**config.mk**
```make
export PLATFORM = sky130hd
export DESIGN_NAME = char_lcd_terminal_controller
export DESIGN_NICKNAME = d
export VERILOG_FILES = /design/src/rtl/clt_pkg.sv /design/src/rtl/char_lcd_terminal_controller.sv
export SDC_FILE = /design/constraint.sdc
export NUM_CORES = 1
export LEC_CHECK = 0
export BUFFER_PORTS_ARGS = -buffer_cell sky130_fd_sc_hd__buf_2
export CORE_AREA = 10 10 115 117
export CTS_CLUSTER_DIAMETER = 50
export DETAILED_ROUTE_END_ITERATION = 6
export DIE_AREA = 0 0 125 127
export GPL_TIMING_DRIVEN = 0
export PLACE_DENSITY = 0.52
export REMOVE_ABC_BUFFERS = 1
export SKIP_CTS_REPAIR_TIMING = 1
export SLEW_MARGIN = 20
export SYNTH_ARGS = -nofsm -noshare
export SYNTH_HDL_FRONTEND = slang
export SYNTH_SLANG_ARGS = --single-unit
export TNS_END_PERCENT = 20
```
**constraint.sdc**
```tcl
create_clock -name clk_i -period 5 [get_ports clk_i]
set_clock_uncertainty 0.15 [all_clocks]
set_input_delay 1 -clock clk_i [delete_from_list [all_inputs] [get_ports clk_i]]
set_output_delay 1 -clock clk_i [all_outputs]
set_load 0.02 [all_outputs]
```
**src/rtl/clt_pkg.sv**
```systemverilog
// ----------------------------------------------------------------------------
// Character LCD terminal package
// Character codes, control word layout and microprogram of the sequencer.
// ----------------------------------------------------------------------------
package clt_pkg;

  localparam int PcW = 5;

  localparam logic [7:0] ChrNewline   = 8'h0A;
  localparam logic [7:0] ChrBackspace = 8'h08;
  localparam logic [7:0] ChrBell      = 8'h07;
  localparam logic [7:0] ChrFormFeed  = 8'h0C;
  localparam logic [7:0] ChrTab       = 8'h09;

  localparam logic [7:0] LcdClear   = 8'h01;
  localparam logic [7:0] LcdSetAddr = 8'h80;
  localparam logic [7:0] LcdSpace   = 8'h20;

  localparam logic [4:0] TabStepReset = 5'd4;

  // program addresses
  localparam logic [PcW-1:0] PcIdle      = 5'd0;
  localparam logic [PcW-1:0] PcNewline   = 5'd1;
  localparam logic [PcW-1:0] PcNlSpace   = 5'd3;
  localparam logic [PcW-1:0] PcPrint     = 5'd5;
  localparam logic [PcW-1:0] PcPrSpace   = 5'd8;
  localparam logic [PcW-1:0] PcPrChar    = 5'd10;
  localparam logic [PcW-1:0] PcBackspace = 5'd11;
  localparam logic [PcW-1:0] PcFormFeed  = 5'd13;
  localparam logic [PcW-1:0] PcTab       = 5'd14;
  localparam logic [PcW-1:0] PcTabLoop   = 5'd15;

  typedef enum logic [2:0] {
    EM_NONE,
    EM_ADDR,
    EM_SPACE,
    EM_CHAR,
    EM_CLEAR
  } emit_e;

  typedef enum logic [2:0] {
    COL_KEEP,
    COL_ZERO,
    COL_DEC,
    COL_INC,
    COL_TAB
  } col_op_e;

  typedef enum logic [1:0] {
    ROW_KEEP,
    ROW_ZERO,
    ROW_NEXT,
    ROW_TAB
  } row_op_e;

  typedef enum logic [1:0] {
    CNT_KEEP,
    CNT_CLEAR,
    CNT_INC,
    CNT_STEP
  } cnt_op_e;

  typedef enum logic [1:0] {
    BR_NONE,
    BR_CNT_LT,
    BR_COL_LT,
    BR_CNT_LE
  } br_e;

  typedef struct packed {
    emit_e          emit;
    logic           last;
    col_op_e        col;
    row_op_e        row;
    cnt_op_e        cnt;
    br_e            br;
    logic [PcW-1:0] target;
    logic           done;
  } uword_t;

  localparam uword_t UwNop =
    '{EM_NONE, 1'b0, COL_KEEP, ROW_KEEP, CNT_KEEP, BR_NONE, PcIdle, 1'b0};

  function automatic uword_t uw(emit_e em, logic lst, col_op_e co, row_op_e ro,
                                cnt_op_e cn, br_e b, logic [PcW-1:0] tgt,
                                logic dn);
    uword_t w;
    w.emit   = em;
    w.last   = lst;
    w.col    = co;
    w.row    = ro;
    w.cnt    = cn;
    w.br     = b;
    w.target = tgt;
    w.done   = dn;
    return w;
  endfunction

  function automatic uword_t rom(logic [PcW-1:0] pc);
    uword_t w;
    w = UwNop;
    unique case (pc)
      5'd1:  w = uw(EM_NONE,  1'b0, COL_ZERO, ROW_NEXT, CNT_CLEAR, BR_NONE, PcIdle, 1'b0);
      5'd2:  w = uw(EM_ADDR,  1'b0, COL_KEEP, ROW_KEEP, CNT_KEEP, BR_NONE, PcIdle, 1'b0);
      5'd3:  w = uw(EM_SPACE, 1'b0, COL_KEEP, ROW_KEEP, CNT_INC, BR_CNT_LT, PcNlSpace, 1'b0);
      5'd4:  w = uw(EM_ADDR,  1'b1, COL_KEEP, ROW_KEEP, CNT_KEEP, BR_NONE, PcIdle, 1'b1);
      5'd5:  w = uw(EM_NONE,  1'b0, COL_KEEP, ROW_KEEP, CNT_KEEP, BR_COL_LT, PcPrChar, 1'b0);
      5'd6:  w = uw(EM_NONE,  1'b0, COL_ZERO, ROW_NEXT, CNT_CLEAR, BR_NONE, PcIdle, 1'b0);
      5'd7:  w = uw(EM_ADDR,  1'b0, COL_KEEP, ROW_KEEP, CNT_KEEP, BR_NONE, PcIdle, 1'b0);
      5'd8:  w = uw(EM_SPACE, 1'b0, COL_KEEP, ROW_KEEP, CNT_INC, BR_CNT_LT, PcPrSpace, 1'b0);
      5'd9:  w = uw(EM_ADDR,  1'b0, COL_KEEP, ROW_KEEP, CNT_KEEP, BR_NONE, PcIdle, 1'b0);
      5'd10: w = uw(EM_CHAR,  1'b1, COL_INC,  ROW_KEEP, CNT_KEEP, BR_NONE, PcIdle, 1'b1);
      5'd11: w = uw(EM_NONE,  1'b0, COL_DEC,  ROW_KEEP, CNT_KEEP, BR_NONE, PcIdle, 1'b0);
      5'd12: w = uw(EM_ADDR,  1'b1, COL_KEEP, ROW_KEEP, CNT_KEEP, BR_NONE, PcIdle, 1'b1);
      5'd13: w = uw(EM_CLEAR, 1'b1, COL_ZERO, ROW_ZERO, CNT_KEEP, BR_NONE, PcIdle, 1'b1);
      5'd14: w = uw(EM_NONE,  1'b0, COL_KEEP, ROW_KEEP, CNT_STEP, BR_NONE, PcIdle, 1'b0);
      5'd15: w = uw(EM_NONE,  1'b0, COL_KEEP, ROW_KEEP, CNT_STEP, BR_CNT_LE, PcTabLoop, 1'b0);
      5'd16: w = uw(EM_NONE,  1'b0, COL_TAB,  ROW_TAB,  CNT_KEEP, BR_NONE, PcIdle, 1'b0);
      5'd17: w = uw(EM_ADDR,  1'b1, COL_KEEP, ROW_KEEP, CNT_KEEP, BR_NONE, PcIdle, 1'b1);
      default: w = UwNop;
    endcase
    return w;
  endfunction

  function automatic logic [PcW-1:0] dispatch(logic [7:0] chr);
    logic [PcW-1:0] pc;
    unique case (chr)
      ChrNewline:   pc = PcNewline;
      ChrBackspace: pc = PcBackspace;
      ChrBell:      pc = PcIdle;
      ChrFormFeed:  pc = PcFormFeed;
      ChrTab:       pc = PcTab;
      default:      pc = PcPrint;
    endcase
    return pc;
  endfunction

  function automatic logic [6:0] row_offset(logic [1:0] row);
    logic [6:0] off;
    unique case (row)
      2'd0: off = 7'h00;
      2'd1: off = 7'h40;
      2'd2: off = 7'h14;
      2'd3: off = 7'h54;
      default: off = 7'h00;
    endcase
    return off;
  endfunction

endpackage

```
**src/rtl/char_lcd_terminal_controller.sv**
```systemverilog
// ----------------------------------------------------------------------------
// Character LCD terminal controller
// Turns character codes into command and data bytes for a character LCD.
// ----------------------------------------------------------------------------
// Usage:
//   s_axis carries one character code per item. m_axis carries the LCD bytes
//   it causes: tdata is the byte, tuser is high for a data byte and low for a
//   command, tlast marks the final byte of the character. A bell causes none.
//   cfg_we_i/cfg_data_i write the tab step while the block is idle.
// Timing:
//   A microprogram runs one control word per cycle while no stall holds it;
//   each emitted byte comes from one control word. The row blanking runs a
//   space loop and the tab runs a tab stop search loop.
//   s_axis_tready is high only while the sequencer sits idle.
// Reset:
//   Cursor at column 0, row 0, tab step 4, no byte pending.
// Stall:
//   The byte register holds while m_axis_tready is low, and the sequencer
//   stops at its next emitting step until the register drains.
// ----------------------------------------------------------------------------
module char_lcd_terminal_controller #(
  parameter int COLUMNS = 20,
  parameter int ROWS    = 4
) (
  input  logic       clk_i,
  input  logic       rst_ni,
  input  logic       cfg_we_i,
  input  logic [4:0] cfg_data_i,
  input  logic       s_axis_tvalid,
  output logic       s_axis_tready,
  input  logic [7:0] s_axis_tdata,   // [7:0] char_code
  output logic       m_axis_tvalid,
  input  logic       m_axis_tready,
  output logic [7:0] m_axis_tdata,   // [7:0] lcd_byte
  output logic       m_axis_tuser,   // [0] is_data
  output logic       m_axis_tlast
);

  localparam int CW = $clog2(COLUMNS + 1);
  localparam int AW = ((CW > 5) ? CW : 5) + 1;
  localparam logic [AW-1:0] CntCols = AW'(COLUMNS);
  localparam logic [AW-1:0] CntLast = AW'(COLUMNS - 1);
  localparam logic [2:0]    RowsW   = 3'(ROWS);

  logic [clt_pkg::PcW-1:0] pc_q, pc_d;
  logic [CW-1:0]           col_q, col_d;
  logic [1:0]              row_q, row_d;
  logic [AW-1:0]           cnt_q, cnt_d;
  logic [7:0]              char_q;
  logic [4:0]              tab_step_q;
  logic                    out_valid_q;
  logic [7:0]              out_byte_q;
  logic                    out_data_q;
  logic                    out_last_q;

  clt_pkg::uword_t uw;
  logic            active;
  logic            stall;
  logic            br_taken;
  logic [AW-1:0]   step_ext;
  logic [AW-1:0]   col_ext;
  logic            cnt_le;
  logic [1:0]      row_next;
  logic [6:0]      addr;
  logic [7:0]      emit_byte;
  logic            emit_data;

  assign uw       = clt_pkg::rom(pc_q);
  assign active   = (pc_q != clt_pkg::PcIdle);
  assign stall    = (uw.emit != clt_pkg::EM_NONE) && out_valid_q && !m_axis_tready;
  assign step_ext = (tab_step_q == 5'd0) ? AW'(1) : AW'(tab_step_q);
  assign col_ext  = AW'(col_q);
  assign cnt_le   = (cnt_q <= col_ext);
  assign row_next = (({1'b0, row_q} + 3'd1) >= RowsW) ? 2'd0 : row_q + 2'd1;
  assign addr     = 7'(col_q) + clt_pkg::row_offset(row_q);

  always_comb begin
    unique case (uw.br)
      clt_pkg::BR_NONE:   br_taken = 1'b0;
      clt_pkg::BR_CNT_LT: br_taken = (cnt_q != CntLast);
      clt_pkg::BR_COL_LT: br_taken = (col_q < CW'(COLUMNS));
      clt_pkg::BR_CNT_LE: br_taken = cnt_le;
      default:            br_taken = 1'b0;
    endcase
  end

  always_comb begin
    emit_byte = clt_pkg::LcdClear;
    emit_data = 1'b0;
    unique case (uw.emit)
      clt_pkg::EM_ADDR:  emit_byte = clt_pkg::LcdSetAddr | {1'b0, addr};
      clt_pkg::EM_SPACE: begin
        emit_byte = clt_pkg::LcdSpace;
        emit_data = 1'b1;
      end
      clt_pkg::EM_CHAR:  begin
        emit_byte = char_q;
        emit_data = 1'b1;
      end
      clt_pkg::EM_CLEAR: emit_byte = clt_pkg::LcdClear;
      default:           emit_byte = clt_pkg::LcdClear;
    endcase
  end

  always_comb begin
    col_d = col_q;
    row_d = row_q;
    cnt_d = cnt_q;
    unique case (uw.col)
      clt_pkg::COL_ZERO: col_d = '0;
      clt_pkg::COL_DEC:  col_d = (col_q == '0) ? '0 : col_q - CW'(1);
      clt_pkg::COL_INC:  col_d = col_q + CW'(1);
      clt_pkg::COL_TAB:  col_d = (cnt_q >= CntCols) ? '0 : CW'(cnt_q);
      default:           col_d = col_q;
    endcase
    unique case (uw.row)
      clt_pkg::ROW_ZERO: row_d = 2'd0;
      clt_pkg::ROW_NEXT: row_d = row_next;
      clt_pkg::ROW_TAB:  row_d = (cnt_q >= CntCols) ? row_next : row_q;
      default:           row_d = row_q;
    endcase
    unique case (uw.cnt)
      clt_pkg::CNT_CLEAR: cnt_d = '0;
      clt_pkg::CNT_INC:   cnt_d = cnt_q + AW'(1);
      clt_pkg::CNT_STEP: begin
        // load the first stop, then advance while it is not past the column
        if (pc_q == clt_pkg::PcTab) begin
          cnt_d = step_ext;
        end else if (cnt_le) begin
          cnt_d = cnt_q + step_ext;
        end
      end
      default:            cnt_d = cnt_q;
    endcase
    if (uw.done) begin
      pc_d = clt_pkg::PcIdle;
    end else if (br_taken) begin
      pc_d = uw.target;
    end else begin
      pc_d = pc_q + clt_pkg::PcW'(1);
    end
  end

  always_ff @(posedge clk_i or negedge rst_ni) begin
    if (!rst_ni) begin
      pc_q        <= clt_pkg::PcIdle;
      col_q       <= '0;
      row_q       <= 2'd0;
      tab_step_q  <= clt_pkg::TabStepReset;
      out_valid_q <= 1'b0;
    end else begin
      if (cfg_we_i) begin
        tab_step_q <= cfg_data_i;
      end
      if (active && !stall && (uw.emit != clt_pkg::EM_NONE)) begin
        out_valid_q <= 1'b1;
      end else if (out_valid_q && m_axis_tready) begin
        out_valid_q <= 1'b0;
      end
      if (!active) begin
        if (s_axis_tvalid) begin
          char_q <= s_axis_tdata;
          pc_q   <= clt_pkg::dispatch(s_axis_tdata);
        end
      end else if (!stall) begin
        col_q <= col_d;
        row_q <= row_d;
        cnt_q <= cnt_d;
        pc_q  <= pc_d;
        if (uw.emit != clt_pkg::EM_NONE) begin
          out_byte_q  <= emit_byte;
          out_data_q  <= emit_data;
          out_last_q  <= uw.last;
        end
      end
    end
  end

  assign s_axis_tready = !active;
  assign m_axis_tvalid = out_valid_q;
  assign m_axis_tdata  = out_byte_q;
  assign m_axis_tuser  = out_data_q;
  assign m_axis_tlast  = out_last_q;

  a_cursor_range: assert property (@(posedge clk_i) disable iff (!rst_ni)
    ({1'b0, row_q} < RowsW) && (col_q <= CW'(COLUMNS)))
    else $error("cursor out of range");

  a_last_ends_item: assert property (@(posedge clk_i) disable iff (!rst_ni)
    (active && !stall && (uw.emit != clt_pkg::EM_NONE) && uw.last) |=> s_axis_tready)
    else $error("sequencer busy after final byte");

  a_bell_silent: assert property (@(posedge clk_i) disable iff (!rst_ni)
    (s_axis_tvalid && s_axis_tready && (s_axis_tdata == clt_pkg::ChrBell))
      |=> (s_axis_tready && (m_axis_tvalid == ($past(m_axis_tvalid) && !$past(m_axis_tready)))))
    else $error("bell caused a byte");

endmodule

```
# Yosys cells after proc, flatten, opt, wreduce, memory -nomap -nowiden
# Memory sizes are Yosys's and may differ from the RTL's.
# Cells that the tools add are included.
# totals
regBits,42
rom_bits,576
inputBits,18
out_inout_bits,12
word_cells,102
n_memories,1
# memory_table
memory,words,width,rd,rd_clocked_by_memory_dff,write_ports,line,text
(no name shown),32,18,1,0,0,clt_pkg.sv:102,unique case (pc)
# op_classes
n_addsub,8
order_cmp,4
n_eq_ne,29
n_mux,22
bitwise,2
n_reduce_logical,26
# op_table
cell,n
$mux 5,8
$eq 8x4->1 const B,4
$pmux 7 s4,1
$pmux 8 s3,1
$pmux 4 s5,1
$pmux 5 s4,1
$pmux 6 s3,1
$eq 2x2->1 const B,8
$eq 3x2->1 const B,4
$mux 6,2
$add 5x1->5 const B,2
$logic_not 5->1,2
$reduce_bool 3->1,3
$eq 2x1->1 const B,4
$eq 8x3->1 const B,1
$reduce_and 4->1,2
$add 5x7->7,1
$add 6x1->6 const B,1
$add 6x5->6,1
$eq 3x1->1 const B,2
$ge 6x5->1 const B,1
$le 6x5->1,1
$ne 6x5->1 const B,1
$pmux 2 s3,1
other kinds (23),37

# Longest topological paths before layout
# Gate-level depths: netlist of run 1.
# An unclocked memory read counts as a cell.
# depth
depth_word,8
mapped_depth,13
ltp_nobuf,12

# Worst setup path before layout of run 1
# Ideal clock, no wire load.
# synth_timing
kind,reg2reg
startpoint,register pc_q[1] (netlist bit)
endpoint,"register out_byte_q[0], in the netlist m_axis_tdata[0], enable pin"
setup_time_ns,0.343
arrival_time_ns,2.022
required_ns,4.507
path_slack_ns,2.485
path_stages_with_launch,8
path_buffers,0
synth_period_minus_slack_ns,2.515
path_cell_list,dfrtp_1 > inv_1 > ha_1 > and2b_1 > a32oi_1 > a221o_1 > nand2_2 > and3_1
# synth_via
elab_chain_cells,6
word_cells_on_any_way,7
classes_between,1 x bitwise; 5 x reduce/logical; 1 x memory
# synth_lines
element,line,text
from (decl),char_lcd_terminal_controller.sv:45,"logic [clt_pkg::PcW-1:0] pc_q, pc_d;"
from (signal assigned),char_lcd_terminal_controller.sv:146,pc_q <= clt_pkg::PcIdle;
from (signal assigned),char_lcd_terminal_controller.sv:163,pc_q <= clt_pkg::dispatch(s_axis_tdata);
from (signal assigned),char_lcd_terminal_controller.sv:169,pc_q <= pc_d;
$mem_v2 32x18,--,
$reduce_bool 3->1,"char_lcd_terminal_controller.sv:70, char_lcd_terminal_controller.sv:170",
$logic_and 1x1->1 (2 in a row),char_lcd_terminal_controller.sv:70,assign stall = (uw.emit != clt_pkg::EM_NONE) && out_valid_q && !m_axis_tready;
$not 1->1 (no source line),--,
$reduce_and 4->1 (no source line) *,--,
to (signal assigned),char_lcd_terminal_controller.sv:171,out_byte_q <= emit_byte;
to (decl),char_lcd_terminal_controller.sv:52,logic [7:0] out_byte_q;
# Every way passes the cells marked *; elsewhere a longest branch is shown, timed or not.
# A chain may end at the register's enable or synchronous reset.

# Final worst setup path of run 1
# layout_timing
startpoint,register pc_q[2] (netlist bit)
endpoint,"register out_last_q, in the netlist m_axis_tlast, enable pin"
# layout_via
elab_chain_cells,6
word_cells_on_any_way,7
classes_between,1 x bitwise; 5 x reduce/logical; 1 x memory
# layout_lines
element,line,text
$mem_v2 32x18,--,
$reduce_bool 3->1,"char_lcd_terminal_controller.sv:70, char_lcd_terminal_controller.sv:170",
$logic_and 1x1->1 (2 in a row),char_lcd_terminal_controller.sv:70,
$not 1->1 (no source line),--,
$reduce_and 4->1 (no source line) *,--,
to (signal assigned),char_lcd_terminal_controller.sv:173,out_last_q <= uw.last;
to (decl),char_lcd_terminal_controller.sv:54,logic out_last_q;
# Marks and branches as above.

==> results.md, run 1 <==
* Die width at 125 um
* Number of global-route vias before repair at roughly 2700
* Clk network pwr share at approximately 18%
* # Max-Cap Violations at 0
* Yosys reg bits at 42
* Number of nets with antenna violations after routing at 0
* Ys async rst share at 42.86%
* Worst Path Required at 4790 ps
* Largest net degree at the start of global routing at 29
* IO buf count at 29
* Cell Area, Synth at 3398 um2
* Core ar. at 11130 um2
* Sequential share of power at 30.1%
* WS Path Type: reg2reg
* Final setup fails at 0
* Worst-path clk slew at 70 ps
* Area after DPL at 3626 um2
* DRC at 0
* Period utilization at approximately 65%
* Via Count at 2754
* Worst Path Arrival at ~3000 ps
* Leak Pwr at 1.569 nW
* Clk_lat worst skew at 290 ps
* IO Pins at 30
* Initial antenna violation count at 0
* Layout area overhead at 11.82%
* Via density at about 5.2
* Syn avg cell area at about 9.4 um2
* Fin area at 3800 um2
* Ys flop type: edfxtp_1
* Final worst setup slack at 1755 ps
* Row cnt at 39
* Register area share after synthesis at 34.50%
* CTS tree: built
* GPL Wtd Cong at 0.8202
* Period minus WS final at 3245 ps
* Power per cell area at slightly below 600 nW/um2
* Nets at 432
* F_max at just over 300 MHz
* Overflow after GRT at 0
* Longest Clk Path Bufs at 2
* Crit path max fanout at 27
* Yosys Warn Count at 0
* Final wirelength at 8.176 mm
* Clock tree root buffer cell: clkbuf_16
* # diodes at 0
* Switching share of power at 45.99%
* Setup TNS at 0 ps
* All-Layer GR Usage at 10.17%
* Die area at 15880 um2
* # clock sinks at 42
* Yosys cell types at 81
* Worst-margin pin slew at a little over 900 ps
* Commonest non-fill, non-tap cells in the layout: nand2_1, ha_1, buf_2
* Post-DP HPWL at ~6.2 mm
* Hold Crit Class: reg2reg
* Detailed router's first-iteration violation count at 238
* Number of buffers created by CTS at 5
* First-pass GRT wire length at 13.76 mm
* RSZ-0062 raised after global routing: false
* Die height at 127 um
* Status: finished clean
* WL per Instance at 15.51 um
* Rel. slew slack at 38.23%
* Drt first pass iters at 4
* Post-Syn Instances at 361
* Peak VDD IR at 0.1982 mV
* Share of layout cells above drive strength 1 at about 17%
* Hold Slack at 367.2 ps
* Dpl ws at 1747 ps
* Most common cell after layout, fill and taps aside: nand2_1
* H-tree depth at 2
* P_sw at 1.015 mW
* Pint at 1.191 mW
* Fin. Hold Viols at 0
* Post-synth EDFFs at 24
* CP Capture Type: register
* Combinational cell fraction of total power at 52.3%
* Slew Limit Fails at 0
* Initial core utilization at about 31%
* Kind of start point of the critical path: register
stage by stage:
step	power, mW	instances	util, %
after floorplan	1.513	347	-
after global routing	2.385	527	34.15
after CTS	2.222	527	34.15
after global placement	1.816	519	32.59
after detailed placement	1.830	519	32.59
final	2.206	527	34.15
final cells by class:
type | instances | area [um2]
clock buffer | 5 | 125.1
clock inverter | 3 | 48.80
fill | 1160 | 7326
inverter | 26 | 97.59
multi-input combinational | 279 | 2032
sequential | 42 | 1172
tap | 143 | 178.9
timing repair buffer | 29 | 145.1
logic make-up after synthesis:
logic type                 Yosys count  share of synthesized area [%]
muxes                               11                          3.351
and+or+nand+nor                    123                          20.10
xor gates and xnor gates             9                          2.320
AOI/OAI and AO/OA                  105                          22.39
buffers and inverters               40                          5.706
DFF                                 42                          34.50
adders and majority gates           31                          11.63
Yosys cell counts, types with 4 or more instances:
library cell / instances / area share (%)
nand3_1: 11 / 1.6
a22o_1: 8 / 2.1
xor2_1: 6 / 1.5
nand2b_1: 7 / 1.3
ha_1: 30 / 11
a31oi_1: 6 / 1.1
and3_1: 6 / 1.1
o21ai_1: 5 / 0.74
o22ai_1: 4 / 0.74
nor3_1: 5 / 0.74
mux2i_1: 8 / 2.4
o21ai_0: 20 / 2.9
inv_1: 23 / 2.5
dfrtp_1: 17 / 13
nor2b_1: 7 / 1.3
a21oi_1: 23 / 3.4
edfxtp_1: 24 / 21
buf_6: 5 / 1.7
nor2_1: 18 / 2.0
nand2_1: 40 / 4.4
sequential cells by signal, summed over array words and instances (netlist names):
signal and flops:
m_axis_tlast 1, cnt_q 6, row_q 2, m_axis_tdata 8
col_q 5, tab_step_q 5, m_axis_tvalid 1, char_q 8
pc_q 5, m_axis_tuser 1
power by group through the flow:
stage                     Sequential (mW)  Combinational (mW)  Clock (mW)
after floorplan                     0.664               0.849           0
after global placement              0.673                1.14           0
after detailed placement            0.673                1.16           0
after CTS                           0.666                1.16       0.395
after global routing                0.686                1.29       0.405
final                               0.665                1.15       0.388
per-layer routing:
metal	share of wire, %	track usage, %	up-vias
met5	0	0	-
met4	1.4	3.455	0
met3	2.2	1.406	8
met2	49	17.31	33
met1	47	12.93	1325
li1	-	-	1388
final timing paths:
check	from	to	slack, ps	depth (start not counted)
max	pc_q[2]$_DFFE_PN0P_	m_axis_tlast$_DFFE_PP_	1750	7
max in group asynchronous	rst_ni	tab_step_q[2]$_DFFE_PN1P_	3810	1
max reg2reg	pc_q[2]$_DFFE_PN0P_	m_axis_tlast$_DFFE_PP_	1750	7
min reg2reg	char_q[6]$_DFFE_PP_	m_axis_tdata[6]$_DFFE_PP_	370	2
min in group asynchronous	rst_ni	tab_step_q[1]$_DFFE_PN0P_	530	1
min	char_q[6]$_DFFE_PP_	m_axis_tdata[6]$_DFFE_PP_	370	2
critical path: stages (launching register included):
cell	delay [ps]
dfrtp_1	950
inv_2	210
ha_1	300
nand2b_1	190
o211ai_1	120
a221o_1	320
nand2_2	160
and3_1	480
Note: power is estimated with default switching activity, not from simulation.
==> run 2, diff against run 1 <==
Settings changed: PLACE_DENSITY 0.52 to 0.54.
Clock period 5 ns to 2.8 ns, I/O delays scaled along.
==> run 2 against run 1 <==
Hold slack lost 260 ps. First-iteration DRC count shrank 11%. Utilization grew 0.63 points. Sequential cell count is the same. Non-clock buffer count grew 1. Clock-buffer cell count is the same. Critical path depth grew 3. Critical endpoint is now cnt_q[4]$_DFFE_PP_.
==> results.md, run 2 (synthesis results as in run 1) <==
* RR Endpoint: cnt_q[4]$_DFFE_PP_
* Period minus WS final at ~2600 ps
* Crit Reg-Reg Startpoint: tab_step_q[1]$_DFFE_PN0P_
* First-pass GRT wire length at 13.71 mm
* R2R Setup Slk at 180 ps
* Combinational cell fraction of total power at 53.3%
* Period utilization at 93.65%
* Worst-margin pin slew at 881.6 ps
* Final setup fails at 0
* Sequential share of power at 29.8%
* Post-DP HPWL at 6.068 mm
* Power per cell area at 1039 nW/um2
* CTS tree: built
* Die area at 15880 um2
* Slew Limit Fails at 0
* Worst Path Required at around 2700 ps
* Rel. slew slack at 41.23%
* IO Pins at 30
* Layout fillers at 1128
* Largest net degree at the start of global routing at 29
* Share of layout cells above drive strength 1 at 20.26%
* Number of nets with antenna violations after routing at 0
* Initial antenna violation count at 0
* Row cnt at 39
* P_sw at 1.835 mW
* Clock tree root buffer cell: clkbuf_16
* Longest Clk Path Bufs at 2
* H-tree depth at 2
* Most common cell after layout, fill and taps aside: nand2_1
* Fin. Hold Viols at 0
* Switching share of power at a little under half
* Crit path cell chain: o41ai_4 -> ha_1 -> inv_1 -> fa_1 -> inv_1 -> a21o_1 -> a21oi_1 -> xor2_1 -> a21oi_1 -> a22o_1
* Number of buffers created by CTS at 5
* IO buf count at 29
* Nets at 433
* Final worst setup slack at 177.9 ps
* Final wirelength at 8.100 mm
* CP max stage delay at 440 ps
* Clk_lat worst skew at 290 ps
* Via Count at 2741
* Die height at between 100 and 150 um
* Kind of start point of the critical path: register
* CP max-delay cell: dfrtp_1
* Layout area overhead at 13.88%
* Die width at 125 um
* Number of global-route vias before repair at ~2700
* Detailed router's first-iteration violation count at 211
* Layout Utilization at between 30% and 40%
* Top cell family by delay on the critical path: compound AO/OA/AOI/OAI gates
* Dpl ws at -424.2 ps
* Crit path max fanout at 4
* F_max at 381.4 MHz
* GPL Wtd Cong at between 0.8 and 0.9
* Initial core utilization at 30.54%
* Crit path launch: tab_step_q[1]$_DFFE_PN0P_
* Worst r2r path cells at 10
* Clk network pwr share at around 17%
* Hold Crit Class: in2async
* # diodes at 0
* RSZ-0062 raised after global routing: true
* Overflow after GRT at 0
* Tot Pwr at 4.021 mW
* WS Path Type: reg2reg
* Worst-path clk slew at around 60 ps
* # Max-Cap Violations at 0
* # clock sinks at 42
* Pint at 2.186 mW
* Status: finished clean
* Commonest non-fill, non-tap cells in the layout: nand2_1, buf_2, ha_1
* DRC at 0
* Worst Path Arrival at 2510 ps
* All-Layer GR Usage at between 10% and 20%
* CP Capture Type: register
* Peak VDD IR at 0.3227 mV
* WP buf/inv at 2
* Via density at 5.191
* Core ar. at 11130 um2
* Leak Pwr at 1.579 nW
* Drt first pass iters at 4
* WL per Instance at ~15 um
[run 2: power by group through the flow]
stage                     Combinational [mW]  Sequential [mW]  Clock, mW
after floorplan                         1.52             1.19          0
after global placement                  2.03             1.20          0
after detailed placement                2.05             1.20          0
after CTS                               2.06             1.19      0.701
after global routing                    2.38             1.23      0.724
final                                   2.14             1.20      0.680
[run 2: through the flow]
step | TNS, ps | area [um2] | instances | hold WS [ps]
floorplan | 0 | 3302 | 347 | 114.4
global placement | -9086 | 3626 | 519 | 355.2
detailed placement | -8448 | 3626 | 519 | 348.7
CTS | -9416 | 3800 | 527 | 130.8
global route | -0.1583 | 3870 | 528 | 151.4
finish | 0 | 3870 | 528 | 112.0
[run 2: area by class of cell]
class / count / area [um2] / share of cell area (%)
clock inverter: 3 / 48.80 / 1.261
multi-input combinational: 279 / 2087 / 53.93
timing repair buffer: 30 / 152.6 / 3.944
sequential: 42 / 1180 / 30.49
clock buffer: 5 / 125.1 / 3.233
tap: 143 / 178.9 / 4.623
inverter: 26 / 97.59 / 2.522
[run 2: how the worst max path moves through the flow]
| stage | slack [ps] | endpoint | cells past startpoint |
|---|---|---|---|
| floorplan | 130 | m_axis_tdata[0]$_DFFE_PP_ | 7 |
| global placement | -440 | m_axis_tdata[3]$_DFFE_PP_ | 7 |
| detailed placement | -420 | m_axis_tdata[3]$_DFFE_PP_ | 7 |
| CTS | -450 | m_axis_tdata[3]$_DFFE_PP_ | 7 |
| global route | -0.2 | cnt_q[4]$_DFFE_PP_ | 10 |
| finish | 180 | cnt_q[4]$_DFFE_PP_ | 10 |
[run 2: worst reg2reg max path, delay by kind of cell, from the launching register on]
family / cells / cell delay (ps)
AO/OA/AOI/OAI: 5 / 920
XOR/XNOR: 1 / 130
buffers and inverters: 2 / 120
flip-flops: 1 / 440
adder cells (fa/ha/maj): 2 / 610
[run 2: metal layers]
| metal | vias to the layer above | routed length [um] | part of all wire, % | GRT usage (%) |
|---|---|---|---|---|
| met5 | - | 0 | 0 | 0 |
| met4 | 0 | 102 | 1.3 | 3.388 |
| met3 | 7 | 250 | 3.1 | 1.737 |
| met2 | 40 | 3972 | 49 | 17.25 |
| met1 | 1307 | 3775 | 47 | 12.64 |
| li1 | 1387 | - | - | - |
==> run 3, diff against run 2 <==
Settings changed: RECOVER_POWER set to 25.
==> run 3 against run 2 <==
Fmax increased by 0.11%. Worst setup slack improved by 2.8 ps. Global-route usage unchanged. Cell count unchanged. First-iteration DRC count decreased by 1.9%. Die area unchanged. Register-to-register slack about the same. Routed wire length decreased by 0.38%. Critical path type unchanged. Clock power about the same. Hold slack improved by 220 ps. Combinational power about the same.
==> results.md, run 3 (synthesis results as in run 1) <==
* Die area at 15880 um2
* Layout fillers at around 1100
* Kind of start point of the critical path: register
* Slew Limit Fails at 0
* Final wirelength at 8.069 mm
* WL per Instance at 15.28 um
* Core ar. at between 10000 and 15000 um2
* Hold Crit Class: in2reg
* Final setup fails at 0
* Crit path max fanout at 4
* Fin. Hold Viols at 0
* Initial antenna violation count at 0
* Die height at 127 um
* Period minus WS final at 2619 ps
* Power per cell area at 1040 nW/um2
* GPL Wtd Cong at a little over 0.8
* Overflow after GRT at 0
* Number of buffers created by CTS at 5
* Rel. slew slack at roughly 11%
* Number of global-route vias before repair at 2722
* Via Count at 2738
* Clk_lat worst skew at 290 ps
* Post-DP HPWL at 6.068 mm
* DRC at 0
* Final worst setup slack at 180.6 ps
* Share of layout cells above drive strength 1 at ~18%
* Longest Clk Path Bufs at 2
* Leak Pwr at 1.554 nW
* First-pass GRT wire length at 13.71 mm
* Worst Path Required at between 2000 and 3000 ps
* Layout area overhead at 13.55%
* Dpl ws at -424.2 ps
* All-Layer GR Usage at 10.11%
* Worst-path clk slew at 60 ps
* RSZ-0062 raised after global routing: true
* # Max-Cap Violations at 0
* Status: finished clean
* Fin area at just under 4000 um2
* Largest net degree at the start of global routing at 29
* Die width at 125 um
* Peak VDD IR at ~0.32 mV
* Clock tree root buffer cell: clkbuf_16
* H-tree depth at 2
* Drt first pass iters at 6
* Period utilization at 93.55%
* Nets at 433
* Area after DPL at 3626 um2
* IO buf count at 29
* CP Capture Type: register
* Worst-margin pin slew at 1339 ps
* WS Path Type: reg2reg
* Commonest non-fill, non-tap cells in the layout: nand2_1, ha_1, edfxtp_1
* F_max at around 380 MHz
* CTS tree: built
* Worst Path Arrival at 2510 ps
* Via density at 5.186
* Most common cell after layout, fill and taps aside: nand2_1
* Row cnt at 39
* # diodes at 0
* Initial core utilization at slightly above 30%
* IO Pins at 30
* # clock sinks at 42
* Detailed router's first-iteration violation count at approximately 210
* Number of nets with antenna violations after routing at 0
## run 3: cell types whose count changed in the layout (fill, tap and decap cells not counted)
cell / delta
clkbuf_1: +9
buf_2: -9
## run 3: path summary, 6_finish.rpt
kind                                                start                   endpoint  slack, ps  cells past startpoint
worst max-delay path            tab_step_q[1]$_DFFE_PN0P_         cnt_q[4]$_DFFE_PP_        180                     10
worst min-delay path                        cfg_data_i[1]  tab_step_q[1]$_DFFE_PN0P_        330                      3
worst max register to register  tab_step_q[1]$_DFFE_PN0P_         cnt_q[4]$_DFFE_PP_        180                     10
worst min register to register        char_q[6]$_DFFE_PP_  m_axis_tdata[6]$_DFFE_PP_        360                      2
max in group asynchronous                          rst_ni        pc_q[2]$_DFFE_PN0P_       1140                      1
min in group asynchronous                          rst_ni  tab_step_q[1]$_DFFE_PN0P_        410                      1
## run 3: area by class of cell
| cell class | count | area [um2] | share of cell area [%] |
|---|---|---|---|
| multi-input combinational | 279 | 2087 | 54.09 |
| inverter | 26 | 97.59 | 2.529 |
| clock inverter | 3 | 48.80 | 1.265 |
| sequential | 42 | 1180 | 30.58 |
| tap | 143 | 178.9 | 4.637 |
| timing repair buffer | 30 | 141.4 | 3.664 |
| clock buffer | 5 | 125.1 | 3.243 |
## run 3: worst max-delay path, stage by stage, from the launching register on
cell and delay, ps:
dfrtp_1 430, o41ai_4 390, ha_1 220, inv_1 50, fa_1 390, inv_1 70
a21o_1 110, a21oi_1 70, xor2_1 130, a21oi_1 100, a22o_1 250
## run 3: stage by stage
stage / total power [mW] / setup TNS, ps / hold slack [ps] / utilization [%] / std cells
6_report: 4.013 / 0 / 329.7 / 34.68 / 528
5_1_grt: 4.337 / -0.1583 / 351.1 / 34.68 / 528
4_1_cts: 3.954 / -9416 / 130.8 / 34.15 / 527
3_5_place_dp: 3.254 / -8448 / 348.7 / 32.59 / 519
3_3_place_gp: 3.229 / -9086 / 355.2 / 32.59 / 519
2_1_floorplan: 2.701 / 0 / 114.4 / - / 347
## run 3: layer usage
| layer | wire length (um) | vias up | GRT usage [%] |
|---|---|---|---|
| li1 | - | 1386 | - |
| met1 | 3679 | 1288 | 12.64 |
| met2 | 3961 | 57 | 17.25 |
| met3 | 325 | 7 | 1.737 |
| met4 | 102 | 0 | 3.388 |
| met5 | 0 | - | 0 |
## run 3: power by group
group          internal (mW)  switching, mW
Combinational          0.867           1.27
Clock                  0.427          0.253
Sequential             0.889          0.306
